`src/rtl/core/colsel_pkg.sv`:
```
// Shared helpers for the column top-four selector.
package colsel_pkg;

   // Index width for a count of entries, never narrower than one bit.
   function automatic int colsel_index_bits(input int count);
      int bits;
      bits = (count > 1) ? $clog2(count) : 1;
      return bits;
   endfunction

endpackage

```
`src/rtl/core/column_top_four_select.sv`:
```
// Column top-k selector: ranked insert of positive samples, drained on column end.
//
//   channel  dir  handshake              payload
//   req_     in   req_valid/req_ready    sample_value, row_index, column_end
//   rsp_     out  rsp_valid/rsp_ready    rank, found, best_value, best_row, final_rank
//
// One input word per cycle while req_ready is high: the ranked slots update in the cycle the word is taken.
// A column end copies the ranked list into a drain buffer, which gives TOP_COUNT
// result words, one per cycle while rsp_ready is high.
// A column-end word waits while the drain buffer still holds results; other words never wait.
// Synchronous active-high reset empties the slots and the drain buffer.
module column_top_four_select
   import colsel_pkg::*;
#(
   parameter int TOP_COUNT  = 4,
   parameter int ROW_COUNT  = 32,
   parameter int VALUE_BITS = 16,
   localparam int ROW_BITS  = colsel_index_bits(ROW_COUNT),
   localparam int RANK_BITS = colsel_index_bits(TOP_COUNT)
) (
   input  logic                         clock,
   input  logic                         reset,
   input  logic                         req_valid,
   output logic                         req_ready,
   input  logic signed [VALUE_BITS-1:0] req_sample_value,
   input  logic        [ROW_BITS-1:0]   req_row_index,
   input  logic                         req_column_end,
   output logic                         rsp_valid,
   input  logic                         rsp_ready,
   output logic        [RANK_BITS-1:0]  rsp_rank,
   output logic                         rsp_found,
   output logic signed [VALUE_BITS-1:0] rsp_best_value,
   output logic signed [ROW_BITS:0]     rsp_best_row,
   output logic                         rsp_final_rank
);

   localparam logic [RANK_BITS-1:0] LAST_RANK = RANK_BITS'(TOP_COUNT - 1);
   // -1.0 in Q1.(VALUE_BITS-2)
   localparam logic signed [VALUE_BITS-1:0] EMPTY_VALUE =
      VALUE_BITS'(-(64'sd1 <<< (VALUE_BITS - 2)));

   // ranked slots
   logic signed [VALUE_BITS-1:0] slot_value_ff [TOP_COUNT];
   logic        [ROW_BITS-1:0]   slot_row_ff   [TOP_COUNT];
   logic        [TOP_COUNT-1:0]  slot_used_ff;
   logic signed [VALUE_BITS-1:0] slot_value_in [TOP_COUNT];
   logic        [ROW_BITS-1:0]   slot_row_in   [TOP_COUNT];
   logic        [TOP_COUNT-1:0]  slot_used_in;

   // drain buffer, shifts towards entry 0
   logic signed [VALUE_BITS-1:0] drain_value_ff [TOP_COUNT];
   logic        [ROW_BITS-1:0]   drain_row_ff   [TOP_COUNT];
   logic        [TOP_COUNT-1:0]  drain_used_ff;
   logic                         busy_ff;
   logic                         busy_in;
   logic        [RANK_BITS-1:0]  rank_ff;
   logic        [RANK_BITS-1:0]  rank_in;

   logic                 req_take;
   logic                 rsp_take;
   logic                 drain_done;
   logic                 positive;
   logic [TOP_COUNT-1:0] beats;

   assign rsp_take   = rsp_valid & rsp_ready;
   assign drain_done = rsp_take & (rank_ff == LAST_RANK);
   assign req_ready  = ~req_column_end | ~busy_ff | drain_done;
   assign req_take   = req_valid & req_ready;
   assign positive   = ~req_sample_value[VALUE_BITS-1] & (|req_sample_value);

   // new sample outranks slot i (sorted list, so this is a thermometer code)
   always_comb begin
      for (int i = 0; i < TOP_COUNT; i++) begin
         beats[i] = ~slot_used_ff[i]
                  | (req_sample_value > slot_value_ff[i])
                  | ((req_sample_value == slot_value_ff[i])
                     & (req_row_index < slot_row_ff[i]));
      end
   end

   // ranked list after this word's insert
   always_comb begin
      for (int i = 0; i < TOP_COUNT; i++) begin
         slot_value_in[i] = slot_value_ff[i];
         slot_row_in[i]   = slot_row_ff[i];
         slot_used_in[i]  = slot_used_ff[i];
         if (positive && beats[i]) begin
            if (i == 0 || !beats[(i > 0) ? i - 1 : 0]) begin
               slot_value_in[i] = req_sample_value;
               slot_row_in[i]   = req_row_index;
               slot_used_in[i]  = 1'b1;
            end else begin
               slot_value_in[i] = slot_value_ff[(i > 0) ? i - 1 : 0];
               slot_row_in[i]   = slot_row_ff[(i > 0) ? i - 1 : 0];
               slot_used_in[i]  = slot_used_ff[(i > 0) ? i - 1 : 0];
            end
         end
      end
   end

   always_comb begin
      busy_in = busy_ff;
      rank_in = rank_ff;
      if (rsp_take) begin
         rank_in = rank_ff + 1'b1;
         if (drain_done) begin
            busy_in = 1'b0;
            rank_in = '0;
         end
      end
      if (req_take && req_column_end) begin
         busy_in = 1'b1;
         rank_in = '0;
      end
   end

   always_ff @(posedge clock) begin
      if (reset) begin
         slot_used_ff  <= '0;
         drain_used_ff <= '0;
         busy_ff       <= 1'b0;
         rank_ff       <= '0;
      end else begin
         busy_ff <= busy_in;
         rank_ff <= rank_in;
         if (req_take) begin
            slot_used_ff <= req_column_end ? '0 : slot_used_in;
         end
         if (req_take && req_column_end) begin
            drain_used_ff <= slot_used_in;
         end else if (rsp_take) begin
            drain_used_ff <= drain_used_ff >> 1;
         end
      end
   end

   // payload, no reset needed
   always_ff @(posedge clock) begin
      for (int i = 0; i < TOP_COUNT; i++) begin
         if (req_take) begin
            slot_value_ff[i] <= slot_value_in[i];
            slot_row_ff[i]   <= slot_row_in[i];
         end
         if (req_take && req_column_end) begin
            drain_value_ff[i] <= slot_value_in[i];
            drain_row_ff[i]   <= slot_row_in[i];
         end else if (rsp_take && i < TOP_COUNT - 1) begin
            drain_value_ff[i] <= drain_value_ff[(i < TOP_COUNT - 1) ? i + 1 : i];
            drain_row_ff[i]   <= drain_row_ff[(i < TOP_COUNT - 1) ? i + 1 : i];
         end
      end
   end

   assign rsp_valid      = busy_ff;
   assign rsp_rank       = rank_ff;
   assign rsp_found      = drain_used_ff[0];
   assign rsp_best_value = drain_used_ff[0] ? drain_value_ff[0] : EMPTY_VALUE;
   assign rsp_best_row   = drain_used_ff[0] ? {1'b0, drain_row_ff[0]} : '1;
   assign rsp_final_rank = (rank_ff == LAST_RANK);

   // rank counter sits at zero whenever nothing is draining
   a_idle_rank : assert property (@(posedge clock) disable iff (reset)
      !busy_ff |-> rank_ff == '0)
      else $error("rank counter not at zero while idle");

   // a column end always starts a fresh drain at rank zero
   a_drain_start : assert property (@(posedge clock) disable iff (reset)
      (req_take && req_column_end) |=> (rsp_valid && rsp_rank == '0))
      else $error("column end did not start a drain");

   // final word taken with no new column end leaves the output empty
   a_drain_end : assert property (@(posedge clock) disable iff (reset)
      (drain_done && !(req_take && req_column_end)) |=> !rsp_valid)
      else $error("output still valid after final rank");

   // used slots always form a prefix of the ranked list
   for (genvar g = 1; g < TOP_COUNT; g++) begin : g_prefix
      a_used_prefix : assert property (@(posedge clock) disable iff (reset)
         slot_used_ff[g] |-> slot_used_ff[g-1])
         else $error("ranked slots have a gap");
   end

endmodule

```
`config.mk`:
```
export PLATFORM = sky130hd
export DESIGN_NAME = column_top_four_select
export DESIGN_NICKNAME = d
export VERILOG_FILES = /design/src/rtl/core/colsel_pkg.sv /design/src/rtl/core/column_top_four_select.sv
export SDC_FILE = /design/constraint.sdc
export NUM_CORES = 1
export LEC_CHECK = 0
export BUFFER_PORTS_ARGS = -buffer_cell sky130_fd_sc_hd__buf_2
export CELL_PAD_IN_SITES_DETAIL_PLACEMENT = 1
export CELL_PAD_IN_SITES_GLOBAL_PLACEMENT = 2
export CORE_MARGIN = 4
export CORE_UTILIZATION = 42
export CTS_CLUSTER_DIAMETER = 80
export DETAILED_ROUTE_END_ITERATION = 10
export HOLD_SLACK_MARGIN = 0.1
export PLACE_DENSITY_LB_ADDON = 0.1
export SKIP_CTS_REPAIR_TIMING = 1
export SLEW_MARGIN = 15
export SYNTH_ARGS = -nofsm -noshare
export SYNTH_HDL_FRONTEND = slang
export SYNTH_SLANG_ARGS = --single-unit
```
`constraint.sdc`:
```
create_clock -name clock -period 5.5 [get_ports clock]
set_input_delay 0.825 -clock clock [delete_from_list [all_inputs] [get_ports clock]]
set_output_delay 0.825 -clock clock [all_outputs]
set_load 0.02 [all_outputs]
```
After elaboration in Yosys (flattened, before gate mapping)
Memory sizes are Yosys's and may differ from the RTL's.
Cells that the tools add are included.
{"block": "op_classes", "n_addsub": 1, "n_lt_le_gt_ge": 8, "eq_ne": 5, "mux": 43, "n_bitwise": 31, "n_reduce_logical": 10}
{"cell": "16-bit two-way mux", "count": 11}
{"cell": "16-bit equality test", "count": 4}
{"cell": "16-bit greater-than comparator", "count": 4}
{"cell": "5-bit two-way mux", "count": 10}
{"cell": "5-bit < comparator", "count": 4}
{"cell": "1-bit two-way mux", "count": 17}
{"cell": "1-bit bitwise OR", "count": 16}
{"cell": "16-bit OR reduction", "count": 1}
{"cell": "4-bit two-way mux", "count": 3}
{"cell": "1-bit AND", "count": 8}
{"cell": "1-bit inverter", "count": 7}
{"cell": "6-bit two-way mux", "count": 1}
{"cell": "1-bit logical AND", "count": 5}
{"cell": "2-bit nonzero test", "count": 2}
{"cell": "2-bit by 1-bit adder with 2-bit output (second input constant)", "count": 1}
{"cell": "2-bit equality test (second input constant)", "count": 1}
{"cell": "2-bit two-way mux", "count": 1}
{"cell": "2-bit AND reduction", "count": 1}
{"cell": "2-bit OR reduction", "count": 1}
{"block": "totals", "register_bits": 11, "ramBits": 168, "input_bits": 26, "output_inout_bits": 28, "wordCells": 106, "memories": 4}
{"memory": "drain_value_ff", "depth": 4, "width": 16, "read_ports": 4, "rd_clocked_by_memory_dff": 0, "write_ports": 4, "line_no": "column_top_four_select.sv:51", "rtl": "logic signed [VALUE_BITS-1:0] drain_value_ff [TOP_COUNT];"}
{"memory": "slot_value_ff", "depth": 4, "width": 16, "read_ports": 4, "rd_clocked_by_memory_dff": 0, "write_ports": 4, "line_no": "column_top_four_select.sv:43", "rtl": "logic signed [VALUE_BITS-1:0] slot_value_ff [TOP_COUNT];"}
{"memory": "drain_row_ff", "depth": 4, "width": 5, "read_ports": 4, "rd_clocked_by_memory_dff": 0, "write_ports": 4, "line_no": "column_top_four_select.sv:52", "rtl": "logic [ROW_BITS-1:0] drain_row_ff [TOP_COUNT];"}
{"memory": "slot_row_ff", "depth": 4, "width": 5, "read_ports": 4, "rd_clocked_by_memory_dff": 0, "write_ports": 4, "line_no": "column_top_four_select.sv:44", "rtl": "logic [ROW_BITS-1:0] slot_row_ff [TOP_COUNT];"}

Longest topological paths before layout
{"block": "depth", "word_depth": 8, "mapped_depth": 12, "mapped_depth_nobuf": 10}

Worst setup path before layout
Ideal clock, no wire load.
{"block": "synth_timing", "path_kind": "reg-to-reg", "start": "register rank_ff[0] (netlist: rsp_rank[0])", "end": "memory drain_row_ff[0][0] (netlist name) (enable)", "setup_ns": 0.422, "t_arrival_ns": 4.748, "required_ns": 5.078, "slack_ns": 0.330, "path_stages_with_launch": 9, "n_path_buf": 1, "period_less_slack_ns": 5.170, "path_cell_list": "dfxtp_1 > ha_1 > a21boi_0 > nand2_1 > nand2_1 > inv_1 > nand2_1 > buf_2 > nand2_1"}
{"item": "from (decl)", "line_no": "column_top_four_select.sv:56", "rtl": "logic [RANK_BITS-1:0] rank_ff;"}
{"item": "from (signal assigned)", "line_no": "column_top_four_select.sv:125", "rtl": "rank_ff <= rank_in;"}
{"item": "to (decl)", "line_no": "column_top_four_select.sv:52"}

==> impl_metrics.py <==
metrics = {
    "run_status": {
        "status": "finished clean",
    },
    "finish": {
        "fin_util_pct": 47.76,
        "num_antenna_cells": 0,
        "area_growth_pct": 11.62,
        "drive_gt1_share_pct": 15.65,
        "fin_nets": 1091,
        "final_cells": 1321,
    },
    "hold_path": {
        "min_to": "drain_used_ff[3]$_SDFFE_PP0P_",
        "hp-start": "drain_used_ff[3]$_SDFFE_PP0P_",
        "hold_path.class": "reg -> reg",
        "hold_depth": 2,
    },
    "critical_path": {
        "crit_arrival_ns": 4.13,
        "r2r_cells": 9,
        "worstReg2RegEnd": "drain_row_ff[3][0]$_DFFE_PP_",
        "r2r_start": "slot_value_ff[2][13]$_DFFE_PP_",
        "ff2ff_setup_slack_ns": 1.70,
        "critPathRequiredTime_ns": 5.68,
        "start_kind": "input port",
        "cpMostUsedCell": "mux2_2",
        "worstPathMaxFanout": 9,
        "path_cells": "buf_2 > ha_1 > a21o_1 > a2111oi_0 > or4b_1 > a21oi_2 > buf_4 > mux2_2 > mux2_2",
        "critPathCaptureType": "flop",
        "slowest_delay_ns": 0.62,
        "cpMaxStageDelayCell": "or4b_1",
        "criticalPathCategory": "in -> reg",
    },
    "floorplanning": {
        "die_x_um": 165.6,
        "core_um2": 24390,
        "io_pins": 54,
        "rows": 57,
        "start_util_pct": 42.79,
        "dieArea_um2": 27440,
        "die_y_um": 165.6,
    },
    "placement": {
        "gp_congestion": 0.8402,
        "placed_cells": 1289,
        "port_buffers": 53,
        "hpwl_mm": 21.19,
    },
    "yosys": {
        "syn_nets": 1048,
        "syn_inst": 941,
        "yosysWarnings": 0,
        "async_flop_share_pct": 0,
        "syn-cell-area_um2": 10440,
        "yosys.cell_types.count": 51,
        "synth-seq-area-share_pct": 50.45,
        "synth-main-ff-cell": "edfxtp_1",
        "synth-edff-count": 168,
        "avgSynthCellArea_um2": 11.09,
        "ys_ff_latch": 179,
    },
    "clock_network": {
        "numCtsBuffers": 17,
        "clkTransAtPathRegs_ns": 0.08,
        "clockBufferDepth": 2,
        "cts.sinks": 179,
        "h-tree-depth": 4,
        "cts_tree": "built",
        "clk_latency_ns": 0.44,
        "clock-root-buffer": "clkbuf_16",
    },
    "pwr": {
        "p_leak_nw": 4.432,
        "ir_drop_v": 0.0001673,
        "p_per_area_nw_per_um2": 307.9,
    },
    "route": {
        "drt-vias-per-instance": 5.798,
        "drt_drc_violations_left": 0,
        "routedLengthMet1_mm": 14.95,
        "dr.pass1.iters": 4,
        "wl_met3_mm": 1.236,
        "drt_wl_total_mm": 30.43,
        "ant_nets": 0,
        "vias": 7659,
        "drtIter0Drc": 628,
        "wl_per_cell_um": 23.04,
        "top_layer_used": "met4",
        "routed-wl-met2_mm": 13.95,
    },
    "sta": {
        "max_freq_mhz": 253.6,
        "finalSetupTns_ns": 0,
        "final_hold_viol_count": 0,
        "rsz0062_at_grt": "no",
        "finalCritPeriodShare_pct": 71.70,
        "post-route-min-period_ns": 3.944,
        "worst_pin_slew_ns": 1.006,
        "final_max_slew_viol_count": 0,
        "setup_viol": 0,
        "fin_skew_ns": 0.01509,
        "max_slew_margin_pct": 32.92,
    },
    "job": {
        "drv_cap": 0,
    },
    "global_routing": {
        "grt_pass1_vias": 8166,
        "antenna_found_initial": 0,
        "gr-total-overflow": 0,
        "grt_pass1_wl_mm": 48.41,
        "grt.total_usage_pct": 22.34,
        "grt_max_degree": 67,
    },
}
metal layers:
metal	track usage, %	vias up
met4	4.376	0
li1	-	3575
met5	0	-
met3	3.217	18
met1	33.52	3901
met2	34.84	165
synthesized netlist by cell type, drive strengths merged (12+ instances only):
| cell type | instances | area share [%] |
|---|---|---|
| edfxtp | 168 | 48 |
| nand2 | 103 | 3.7 |
| inv | 87 | 3.1 |
| ha | 81 | 9.7 |
| mux2i | 79 | 7.6 |
| o21ai | 59 | 2.8 |
| nand3 | 48 | 2.3 |
| mux2 | 45 | 4.9 |
| o211ai | 44 | 3.2 |
| a21oi | 36 | 1.8 |
| clkbuf | 29 | 1.0 |
| nor2 | 17 | 0.61 |
| and2 | 16 | 0.96 |
| buf | 16 | 0.83 |
| nand4 | 13 | 0.78 |
| nand2b | 12 | 0.72 |
layout make-up:
class,count,area [µm²]
fillers,2643,12740
flip-flops and latches,179,5265
multi-input cells,630,4697
clock buffers,17,425.4
well taps,324,405.4
repair buffers,69,385.4
inverters,87,327.8
clock inverters,15,142.6
power breakdown:
| group | switching, W | internal (W) |
|---|---|---|
| logic | 0.000401 | 0.000231 |
| clock network | 0.000598 | 0.000602 |
| registers | 0.0000859 | 0.00167 |
| total | 0.00108 | 0.00250 |
worst max path at each step:
stage	slack (ns)	cells past startpoint	startpoint	endpoint
5_1_grt	1.37	9	req_sample_value[13]	drain_value_ff[0][12]$_DFFE_PP_
2_1_floorplan	0.33	8	rsp_rank[0]$_SDFFE_PP0P_	drain_row_ff[0][0]$_DFFE_PP_
3_5_place_dp	1.05	9	req_sample_value[13]	slot_row_ff[3][0]$_DFFE_PP_
3_3_place_gp	1.15	9	req_sample_value[13]	drain_value_ff[1][16]$_DFFE_PP_
6_report	1.56	9	req_sample_value[13]	drain_row_ff[3][0]$_DFFE_PP_
4_1_cts	1.51	9	req_sample_value[13]	drain_value_ff[1][16]$_DFFE_PP_
through the flow:
step / cell area [µm²] / power (W) / worst slack, ns / hold WS (ns)
final: 11650 / 0.003586 / 1.556 / 0.5097
after floorplan: 10440 / 0.002169 / 0.3297 / 0.4464
after global routing: 11650 / 0.003765 / 1.373 / 0.5261
after detailed placement: 11080 / 0.002416 / 1.053 / 0.4833
after CTS: 11650 / 0.003612 / 1.508 / 0.5050
after global placement: 11080 / 0.002373 / 1.151 / 0.4712
cell usage in the layout, fill, tap and decap left out, drive strengths merged, types with 2 or more instances in the layout:
cell and count:
nor2 17, clkbuf 17, o21a 8, inv 94, a21oi 36, clkinv 7
a21o 7, buf 69, or4 4, nand2b 12, a21boi 3, o211ai 44
a2111o 2, a211oi 7, nor3 7, nand3 48, a31oi 3, nor4 5
and2 16, mux2i 79, dfxtp 11, nor2b 4, o31ai 4, a211o 2
nand2 103, nor3b 2, edfxtp 168, mux2 45, ha 81, o21ai 59
or3 2, a2111oi 4, nand4 13
sequential cells by signal (all words and copies together), names as in the netlist:
signal and cells:
slot_value_ff 64, drain_used_ff 4, slot_used_ff 4, drain_row_ff 20, rsp_valid 1, rsp_rank 2
slot_row_ff 20, drain_value_ff 64
kinds of logic (layout without fill, tap and decap cells):
logic type                 Yosys count  count (layout)  share of synthesized area [%]
and+or+nand+nor                    236             236                          10.77
AOI/OAI and AO/OA                  189             189                          11.64
DFF                                179             179                          50.45
buffers and inverters              132             188                          4.999
muxes                              124             124                          12.43
adders and majority gates           81              81                          9.711
critical path, delay by kind of cell:
| family | cells | cell delay (ns) |
|---|---|---|
| AO/OA/AOI/OAI | 3 | 1.17 |
| adder cells (fa/ha/maj) | 1 | 0.29 |
| multiplexers | 2 | 0.62 |
| buffers and inverters | 2 | 0.58 |
| AND/OR/NAND/NOR | 1 | 0.62 |
Power figures use the tool's default switching activity.
